===== src/design/fsg_pkg.sv =====
// shared types, constants and codes for the falling sand grid step
`default_nettype none

package fsg_pkg;

  localparam int GRID_SIDE     = 128;
  localparam int MAX_PARTICLES = 1024;

  localparam int COORD_W = 7;
  localparam int IDX_W   = 10;
  localparam int GA_W    = $clog2(GRID_SIDE);
  localparam int PA_W    = $clog2(MAX_PARTICLES);
  localparam int CNT_W   = $clog2(MAX_PARTICLES + 1);
  localparam int OP_W    = 2;
  localparam int ST_W    = 2;

  localparam int IN_W    = 2 * COORD_W + IDX_W;
  localparam int OUT_USE = 2 * COORD_W + 1 + 2 * CNT_W;
  localparam int OUT_W   = ((OUT_USE + 7) / 8) * 8;
  localparam int OUT_PAD = OUT_W - OUT_USE;

  localparam logic EMPTY  = 1'b0;
  localparam logic FILLED = 1'b1;

  localparam logic [OP_W-1:0] OP_PLACE  = 2'd0;
  localparam logic [OP_W-1:0] OP_TICK   = 2'd1;
  localparam logic [OP_W-1:0] OP_READ_P = 2'd2;
  localparam logic [OP_W-1:0] OP_READ_C = 2'd3;

  localparam logic [ST_W-1:0] ST_OK       = 2'd0;
  localparam logic [ST_W-1:0] ST_OCCUPIED = 2'd1;
  localparam logic [ST_W-1:0] ST_FULL     = 2'd2;
  localparam logic [ST_W-1:0] ST_RANGE    = 2'd3;

  typedef logic [COORD_W-1:0]   coord_t;
  typedef logic [GRID_SIDE-1:0] row_t;
  typedef logic [GA_W-1:0]      gaddr_t;
  typedef logic [PA_W-1:0]      paddr_t;
  typedef logic [CNT_W-1:0]     cnt_t;

  typedef struct packed {
    logic   re;
    gaddr_t raddr;
    logic   we;
    gaddr_t waddr;
    row_t   wdata;
  } grid_req_t;

  typedef struct packed {
    coord_t col;
    coord_t row;
  } ppos_t;

  typedef struct packed {
    logic   re;
    paddr_t raddr;
    logic   we;
    paddr_t waddr;
    ppos_t  wdata;
  } plist_req_t;

  typedef struct packed {
    logic   found;
    coord_t col;
  } move_t;

endpackage

`default_nettype wire


===== src/design/fsg_move_unit.sv =====
// shared cell unit: bit test, fall target choice and row bit update
`default_nettype none

module fsg_move_unit (
  input  wire fsg_pkg::row_t   word,
  input  wire fsg_pkg::coord_t test_col,
  input  wire logic            use_choice,
  input  wire fsg_pkg::coord_t mod_col,
  input  wire logic            mod_val,
  output logic                 test_bit,
  output fsg_pkg::move_t       choice,
  output fsg_pkg::row_t        mod_word
);

  fsg_pkg::gaddr_t c;
  fsg_pkg::gaddr_t cr;
  fsg_pkg::gaddr_t cl;
  fsg_pkg::gaddr_t mc;
  logic            right_ok;
  logic            left_ok;

  always_comb begin
    c        = test_col[fsg_pkg::GA_W-1:0];
    cr       = c + 1'b1;
    cl       = c - 1'b1;
    test_bit = word[c];
    right_ok = (c != fsg_pkg::gaddr_t'(fsg_pkg::GRID_SIDE - 1)) && (word[cr] == fsg_pkg::EMPTY);
    left_ok  = (c != '0) && (word[cl] == fsg_pkg::EMPTY);

    if (word[c] == fsg_pkg::EMPTY) begin
      choice.found = 1'b1;
      choice.col   = test_col;
    end else if (right_ok) begin
      choice.found = 1'b1;
      choice.col   = test_col + 1'b1;
    end else if (left_ok) begin
      choice.found = 1'b1;
      choice.col   = test_col - 1'b1;
    end else begin
      choice.found = 1'b0;
      choice.col   = test_col;
    end

    mc           = use_choice ? choice.col[fsg_pkg::GA_W-1:0] : mod_col[fsg_pkg::GA_W-1:0];
    mod_word     = word;
    mod_word[mc] = mod_val;
  end

endmodule

`default_nettype wire


===== config.mk =====
export PLATFORM = sky130hd
export DESIGN_NAME = fsg_move_unit
export DESIGN_NICKNAME = d
export VERILOG_FILES = /design/src/design/fsg_pkg.sv /design/src/design/fsg_move_unit.sv
export SDC_FILE = /design/constraint.sdc
export NUM_CORES = 1
export LEC_CHECK = 0
export BUFFER_PORTS_ARGS = -buffer_cell sky130_fd_sc_hd__buf_2
export CAP_MARGIN = 10
export CORE_MARGIN = 1.5
export CORE_UTILIZATION = 51
export DETAILED_ROUTE_END_ITERATION = 16
export PLACE_DENSITY = 0.88
export SETUP_SLACK_MARGIN = 0.5
export SYNTH_ARGS = -nofsm -noshare
export SYNTH_HDL_FRONTEND = slang
export SYNTH_SLANG_ARGS = --single-unit

===== constraint.sdc =====
create_clock -name vclk -period 5.33
set_input_delay 0.2665 -clock vclk [all_inputs]
set_output_delay 0.2665 -clock vclk [all_outputs]
set_load 0.01 [all_outputs]

# After elaboration in Yosys (flattened, before gate mapping)
# Index checks and enable logic that the tools add are counted.
# Widths: inputs -> output; s select.
# word_totals
input_bits	144
wordCells	27
register_bits	0
# classes
mux	13
n_bitwise	2
eq_ne	1
n_addsub	2
n_lt_le_gt_ge	5
n_reduce_logical	4
# ops
op	n
$bwmux 128	1
$lt 7x8->1 const B	4
$mux 8	3
$bmux 1 s7	3
$add 7x1->7 const B	1
$demux 1 s7	1
$ge 7x1->1 const B	1
$mux 7	1
$ne 7x7->1 const B	1
$reduce_bool 7->1	1
$sub 7x1->7 const B	1
$mux 1	4
$logic_and 1x1->1	3
$not 1->1	2

# Logic depth before layout (Yosys ltp)
# Gate-level depths: netlist of run 1.
# logic_depth
depth_word	14
ltp_mapped	19
depth_no_buf	14

# Worst setup path after synthesis of run 1
# OpenSTA, ideal clock, no wires.
# synth_path
path_kind	in2out
start	input test_col[0]
end	output mod_word[6]
setup_slack_ps	721
arrival_ps	4343
stages	19
cell_sequence	inv_2 buf_2 ha_1 buf_4 buf_6 mux2i_1 mux4_2 a2111oi_0 nor4_1 o2111ai_1 and3_1 buf_2 a41oi_1 or3_4 a31oi_4 nor3b_4 buf_6 nand2_1 mux2_1
# synth_between
elab_chain_cells	14
word_cells_on_any_way	24
cone_classes	add/sub (2); order compare (2); eq/ne (1); mux (13); bitwise (2); reduce/logical (4)
# synth_lines
element	line_no	rtl
from (decl)	fsg_move_unit.sv:6	input wire fsg_pkg::coord_t test_col,
$sub 7x1->7	fsg_move_unit.sv:25, fsg_move_unit.sv:38	
$bmux 1 s7	fsg_move_unit.sv:28	left_ok = (c != '0) && (word[cl] == fsg_pkg::EMPTY);
$mux 1 (not written as such)	fsg_move_unit.sv:28	
$not 1->1	fsg_move_unit.sv:28	
$logic_and 1x1->1	fsg_move_unit.sv:28	
$mux 8	fsg_move_unit.sv:36	end else if (left_ok) begin
$mux 8	fsg_move_unit.sv:33	end else if (right_ok) begin
$mux 8 (*)	fsg_move_unit.sv:30	if (word[c] == fsg_pkg::EMPTY) begin
$mux 7 (*)	fsg_move_unit.sv:44	mc = use_choice ? choice.col[fsg_pkg::GA_W-1:0] : mod_col[fsg_pkg::GA_W-1:0];
$lt 7x8->1 (not written as such) / $ge 7x1->1 (equally long branches)	fsg_move_unit.sv:46	mod_word[mc] = mod_val;
$logic_and 1x1->1 (not written as such)	fsg_move_unit.sv:46	
$mux 1 (not written as such)	fsg_move_unit.sv:46	
$demux 1 s7 (*)	fsg_move_unit.sv:46	
$bwmux 128 (*)	fsg_move_unit.sv:46	
to (decl)	fsg_move_unit.sv:12	output fsg_pkg::row_t mod_word
# Every way passes the cells marked *; elsewhere a longest branch is shown, timed or not. The select of a mux whose other input is x is not followed.

# Worst setup path after layout of run 1
# layout_path
start	input test_col[0]
end	output mod_word[113]
# The elaborated chain is that of the path after synthesis.

==> metrics.cfg, run 1 <==
[logic_synthesis]
synth_fp_nets=950
synth_top_area_cell=mux2i_1
yosys_warnings=0
synth_fa_ha_area_share_pct=0.5666
synthCells=803
synth-simple-area-share_pct=19.64
synth_cell_types=79
syn_area_per_cell_um2=8.250
ys_seq_area_share_pct=0
synth_top_family_by_area=multiplexers
synthMuxAreaShare_pct=53.82
synth-xor-area-share_pct=2.323
synth.top_cell.area_share_pct=17.22
synth_compound_area_share_pct=15.90
syn_area_um2=6625
synth_area_leaders=mux2i_1 17%, mux2_2 16%, mux4_2 14%, nand2_1 10%, mux2_1 6.5%

[worst_hold_path]
hold_path_depth=3
hold_class=input port to primary output
hold_start=word[44]
holdPathEnd=mod_word[44]

[finish]
seq_cells=0
design_area_um2=9072
fin_nets=1260
final_cell_mix=279 x buf_2, 177 x nand2_1, 114 x mux2i_1
num-clock-buffers=0
regArea_um2=0
final_common_cell=buf_2
areaGrowthSynthToFinish_pct=36.94
drive_above_1_share_pct=52.84

[power_and_ir_drop]
comb_power_share_pct=100.0
p_int_mw=0.5339
p_leak_nw=3.942
power_density_nw_per_um2=133.8
switchingPower_mw=0.6804
ir_worst_vdd_mv=0.05990
pwr-share-clk_pct=0
switching_share_pct=56.03
seqPwrFrac_pct=0
power_mw=1.214

[floorplan]
ios=281
design.core.area_um2=12670
row_count=41
die_area_um2=13680
die_y_um=117.0
start_util_pct=52.29
fp.dieW_um=117.0

[sta]
hold_violations=0
slew_violations=0
fin_crit_sh_pct=90.89
fmax_mhz=206.4
min_period_ns=4.845
tightest_slew_ns=1.009
finalHoldWorstSlack_ns=0.8763
slew-limit-headroom_pct=32.72
rsz0062_at_grt=true
fin_ws_ns=0.4855
setup_tns_ns=0
finalSetupViolCount=0

[drt]
dr.pass1.iters=6
routed_wl_mm=31.18
wl_per_cell_um=24.29
drc=0
vias=8567
avgViaCountPerCell=6.672
ant_nets=0
drt_iter0_markers=991

[place]
place_area_um2=8391
numPortBuffers=281
hpwlAfterDp_mm=23.11
place_congestion=1.027
post-place-ws_ns=0.1468

[global_route]
grt_pass1_wl_mm=43.77
grt_pass1_vias=7588
overflow=0
track_usage_pct=42.39
grt_max_degree=129
antenna_found_initial=1

[outcome]
status=complete, no violations

[worst_setup_path]
path_class=input port to primary output
start_kind=input port
cp-end-kind=primary output
worstPathRequired_ns=5.06
path_max_fanout=13
cp.arrival_ns=4.58

[flow_run]
cap_violations=0

[synthesized netlist by cell type (4+ instances only)]
cell type,number
o22ai_1,7
inv_1,6
mux2i_1,114
nor3_2,5
a21oi_1,21
nor2_1,26
o21ai_0,4
buf_6,15
and2_1,8
a211oi_1,8
mux2_2,95
nand3_1,19
mux2_1,38
buf_2,21
buf_4,6
a31oi_1,5
xnor2_1,11
a22oi_1,38
a21oi_2,4
nand4_1,6
mux4_2,40
o41ai_1,4
nand2_1,179
o211ai_1,7
clkbuf_1,26
nor4_1,6
[worst max-delay path, cell delays in order]
cell,delay [ns]
buf_12,0.14
inv_2,0.08
ha_4,0.35
buf_12,0.15
mux4_2,0.54
mux4_2,0.49
mux2i_1,0.20
o2111ai_2,0.24
nand3_4,0.22
nor3_2,0.08
a311o_2,0.44
a211oi_1,0.43
and2_1,0.40
nand2_1,0.10
mux2_2,0.29
buf_2,0.14
[cell type report]
type	count	area (µm²)
diodes	1	2.502
fillers	998	3598
inverters	10	40.04
multi-input cells	720	6414
well taps	172	215.2
repair buffers	381	2401
[routing by layer]
metal	part of all wire [%]	GRT usage, %	wire length, µm
met5	0	0	0
met2	45	68.19	14100
met1	37	53.30	11410
met4	5.7	22.01	1768
met3	12	9.578	3897
[stage by stage]
step           util, %  instances
4_1_cts          68.12       1262
5_1_grt          71.60       1284
6_report         71.60       1284
3_5_place_dp     66.22       1255
2_1_floorplan        -        803
3_3_place_gp     66.22       1255
[power by group through the flow]
stage / logic [mW] / registers, mW / clock network (mW)
2_1_floorplan: 0.642 / 0 / 0
5_1_grt: 1.26 / 0 / 0.0000000251
3_3_place_gp: 1.03 / 0 / 0
4_1_cts: 1.09 / 0 / 0
6_report: 1.21 / 0 / 0.0000000251
3_5_place_dp: 1.04 / 0 / 0
[timing repair]
| action | CTS | global route |
|---|---|---|
| setup buffers | 5 | 19 |
| endpoints found under the setup margin | 127 | 128 |
| gates resized for setup | 33 | 49 |
| hold buffers | 0 | 0 |
| pin swaps | 8 | 13 |
| gates cloned | 2 | 2 |
[kinds of logic after synthesis]
group,after synthesis
mux,288
compound gates,137
xor+xnor,15
fa+ha+maj,3
buf+inv,83
simple gates,277
[how the worst max path moves through the flow]
stage,slack [ns],to,start,depth (start not counted)
3_5_place_dp,0.15,mod_word[102],test_col[0],17
6_report,0.49,mod_word[113],test_col[0],16
5_1_grt,0.42,mod_word[29],test_col[0],16
4_1_cts,0.53,mod_word[66],test_col[1],19
3_3_place_gp,0.22,mod_word[27],test_col[0],16
2_1_floorplan,0.72,mod_word[6],test_col[0],19
(Power assumes the default switching activity.)
==> run 2: changes to the inputs <==
CORE_ASPECT_RATIO = 1.5   (was not set)
==> run 2 against run 1 <==
Flip-flop and latch count stayed put. Global-route usage is 0.14 points lower. Power is 9.5% lower. Setup slack better by 0.018 ns. Clock-buffer cell count stayed put. Sequential share of layout area stayed put. Cell count is 4.4% lower. Final area is 6.1% lower. Critical path depth is 2 higher.
==> metrics.cfg, run 2 (synthesis results as in run 1) <==
[finish]
final_common_cell=buf_2
seq_cells=0
num-clock-buffers=0
regArea_um2=0
areaGrowthSynthToFinish_pct=28.57
drive_above_1_share_pct=50.79
fillers=1051
antenna_cells=0
final_cell_mix=280 x buf_2, 178 x nand2_1, 114 x mux2i_1
fin_nets=1220

[floorplan]
die_area_um2=13700
fp.dieW_um=96.06
start_util_pct=52.69
ios=281
die_y_um=142.6
row_count=50
design.core.area_um2=12570

[sta]
rsz0062_at_grt=false
finalSetupViolCount=0
tightest_slew_ns=1.011
slew-limit-headroom_pct=32.57
hold_violations=0
setup_tns_ns=0
finalHoldWorstSlack_ns=0.8705
fin_crit_sh_pct=90.55
min_period_ns=4.827
slew_violations=0
fmax_mhz=207.2

[outcome]
status=complete, no violations

[worst_setup_path]
cpMaxStageDelayCell=mux4_2
path_class=input port to primary output
worstPathRequired_ns=5.06
path_common_cell=buf_6
cp-end-kind=primary output
slowest_delay_ns=0.49
cp.arrival_ns=4.56
cp_top_family=simple AND/OR/NAND/NOR gates
path_max_fanout=16
path_cells=buf_6 -> inv_2 -> ha_4 -> buf_12 -> mux2i_1 -> mux4_2 -> a2111oi_0 -> nor4_1 -> o2111ai_2 -> and3_4 -> a41oi_1 -> or3_4 -> a31oi_4 -> nor3b_4 -> buf_6 -> nand2_1 -> mux2_1 -> buf_2
start_kind=input port
worstPathBufferInverterCount=5
cp.depth=18

[drt]
routed_wl_mm=30.04
drt_iter0_markers=1107
ant_nets=0
avgViaCountPerCell=6.942
dr.pass1.iters=7
wl_per_cell_um=24.48
drc=0
vias=8518

[global_route]
track_usage_pct=42.25
grt_pass1_vias=8262
grt_max_degree=129
grt_pass1_wl_mm=44.51
overflow=0
antenna_found_initial=0

[worst_hold_path]
hold_class=input port to primary output
hold_path_depth=3
holdPathEnd=mod_word[48]
hold_start=word[48]

[power_and_ir_drop]
ir_worst_vdd_mv=0.08285
power_density_nw_per_um2=129.0
p_leak_nw=3.688

[clock_tree]
hold_buffers=0

[place]
numPortBuffers=281
place_congestion=1.141
hpwlAfterDp_mm=23.29

[flow_run]
cap_violations=0

run 2: cell count changes in the layout (fill, tap and decap cells not counted), sizes merged:
| cell | before | now |
|---|---|---|
| clkbuf | 2 | 0 |
| buf | 378 | 340 |
| diode | 1 | 0 |
run 2: what timing repair did:
| item | in CTS | in global routing |
|---|---|---|
| buffers inserted | 2 | 3 |
| pin swaps | 1 | 4 |
| endpoints found under the setup margin | 128 | 128 |
| gates resized for setup | 10 | 43 |
| cloned | 1 | 0 |
run 2: where the power goes:
group          internal [mW]  switching (mW)
clock                      0               0
sequential                 0               0
combinational          0.462           0.637
total                  0.462           0.637
run 2: worst max path at each step:
stage                            from           end
final                     test_col[0]  mod_word[52]
after detailed placement  test_col[0]  mod_word[28]
after floorplan           test_col[0]   mod_word[6]
after global placement    test_col[0]  mod_word[28]
after CTS                 test_col[0]  mod_word[28]
after global routing      test_col[0]  mod_word[52]
run 2: layer usage:
metal	vias up	part of all wire (%)	GRT usage, %
li1	3616	-	-
met3	234	11	7.051
met5	-	0	0
met2	711	46	67.87
met1	3957	33	50.16
met4	0	9.1	29.33
run 2: final cells by class:
| class | instances | area, µm² | area share, % |
|---|---|---|---|
| multi-input cells | 720 | 6316 | 74.15 |
| repair buffers | 341 | 1969 | 23.12 |
| well taps | 156 | 195.2 | 2.291 |
| inverters | 10 | 37.54 | 0.4407 |
run 2: worst min-delay path: stages:
cell	delay [ns]
buf_2	0.10
mux2_1	0.12
buf_2	0.12
run 2: per-stage QoR:
step | setup slack [ns] | total power [mW] | instances | util [%] | area [µm²]
3_5_place_dp | 0.2481 | 1.004 | 1221 | 65.29 | 8210
5_1_grt | 0.4483 | 1.149 | 1227 | 67.74 | 8518
4_1_cts | 0.5174 | 1.024 | 1224 | 66.09 | 8310
3_3_place_gp | 0.3216 | 0.9955 | 1221 | 65.29 | 8210
2_1_floorplan | 0.7209 | 0.6421 | 803 | - | 6625
6_report | 0.5034 | 1.099 | 1227 | 67.74 | 8518
==> run 3: changes to the inputs <==
CORE_ASPECT_RATIO = 2   (was 1.5)
MAX_ROUTING_LAYER = met4   (was not set)
==> run 3 against run 2 <==
Routed wire length up 5.2%. Global-route usage up 2.1 points. Final area up 5.4%. Flip-flop and latch count unchanged. Core utilization up 3.4 points. Critical path depth down 1. Critical path type unchanged.
==> metrics.cfg, run 3 (synthesis results as in run 1) <==
[finish]
drive_above_1_share_pct=52.34
seq_cells=0
fin_cells=1241
antenna_cells=0
final_common_cell=buf_2
utilization_pct=71.12
areaGrowthSynthToFinish_pct=35.54
final_cell_mix=278 x buf_2, 178 x nand2_1, 112 x mux2i_1
num-clock-buffers=0
regArea_um2=0
fin_nets=1240

[floorplan]
fp.dieW_um=83.59
die_y_um=164.2
row_count=58
start_util_pct=52.47
ios=281
design.core.area_um2=12630
die_area_um2=13720

[global_route]
track_usage_pct=44.33
antenna_found_initial=0
grt_max_degree=129
grt_pass1_wl_mm=46.44
overflow=0
grt_pass1_vias=8441

[sta]
min_period_ns=4.729
slew-limit-headroom_pct=30.51
tightest_slew_ns=1.042
setup_tns_ns=0
rsz0062_at_grt=false
fmax_mhz=211.5
fin_crit_sh_pct=88.72
hold_violations=0
slew_violations=0
fin_ws_ns=0.6011
finalSetupViolCount=0

[worst_setup_path]
cp_top_family=simple AND/OR/NAND/NOR gates
worstPathBufferInverterCount=5
path_max_fanout=10
start_kind=input port
worstPathRequired_ns=5.06
path_cells=buf_6 -> inv_2 -> ha_4 -> or4b_1 -> or3_4 -> and2_1 -> or4_4 -> o311ai_2 -> buf_4 -> nor3_4 -> a311o_2 -> a311oi_4 -> nor2b_4 -> buf_4 -> nand2_1 -> mux2_2 -> buf_2
path_common_cell=buf_4
cp-end-kind=primary output
slowest_delay_ns=0.54
cpMaxStageDelayCell=or4_4
path_class=input port to primary output
cp.arrival_ns=4.46

[place]
post-place-ws_ns=0.05966
hpwlAfterDp_mm=24.05
dp_cells=1227
numPortBuffers=281
place_congestion=1.057

[worst_hold_path]
hold_start=word[41]
holdPathEnd=mod_word[41]
hold_path_depth=3
hold_class=input port to primary output

[drt]
routed_wl_mm=31.59
ant_nets=0
wl_per_cell_um=25.46
dr.pass1.iters=5
drt_iter0_markers=935
avgViaCountPerCell=6.935
vias=8606
drc=0

[power_and_ir_drop]
pwr-share-clk_pct=0
seqPwrFrac_pct=0
ir_worst_vdd_mv=0.1027
switchingPower_mw=0.6895
power_density_nw_per_um2=135.3
switching_share_pct=56.74
power_mw=1.215
p_int_mw=0.5257
p_leak_nw=3.854
comb_power_share_pct=100.0

[flow_run]
cap_violations=0

[outcome]
status=complete, no violations

## run 3: changes by cell type in the layout (fill, tap and decap cells not counted), moves of 3 or more
cell / change
a21oi_1: -3
a21oi_2: +3
and2_1: +4
and2_2: -5
buf_12: +11
buf_4: +11
buf_6: -3
## run 3: tightest hold or removal path, stage by stage
cell and delay (ns):
buf_2 0.10, mux2_1 0.12, buf_2 0.12
## run 3: cell type report
class / instances / area [µm²]
Multi-Input combinational cell: 720 / 6461
Tap cell: 150 / 187.7
Fill cell: 1032 / 3647
Timing Repair Buffer: 361 / 2288
Inverter: 10 / 42.54
## run 3: how the worst max path moves through the flow
stage	slack (ns)	cells after the start	to	start
finish	0.60	17	mod_word[60]	test_col[1]
global route	0.50	19	mod_word[77]	test_col[1]
CTS	0.52	16	mod_word[60]	test_col[0]
detailed placement	0.06	16	mod_word[24]	test_col[1]
global placement	0.11	16	mod_word[25]	test_col[1]
floorplan	0.72	19	mod_word[6]	test_col[0]
## run 3: layer usage
layer,routed length (µm),track usage [%]
met3,2917,5.377
met4,2926,32.34
met5,0,-
met1,10030,46.14
met2,15720,76.50
## run 3: power groups by stage
stage	sequential, mW	combinational (mW)	clock (mW)
2_1_floorplan	0	0.642	0
3_3_place_gp	0	1.06	0
3_5_place_dp	0	1.07	0
4_1_cts	0	1.13	0
5_1_grt	0	1.27	0
6_report	0	1.22	0
## run 3: what timing repair did
item,4_1_cts,5_1_grt
setup buffers,0,11
cloned,2,1
hold buffers,0,0
pin swaps,5,10
endpoints found under the setup margin,128,128
resized for setup,36,43
## run 3: per-stage QoR
step	hold WS (ns)	area, µm²
final	0.8747	8980
after detailed placement	0.8714	8443
after CTS	0.8709	8667
after floorplan	0.6830	6625
after global placement	0.8695	8443
after global routing	0.8775	8980
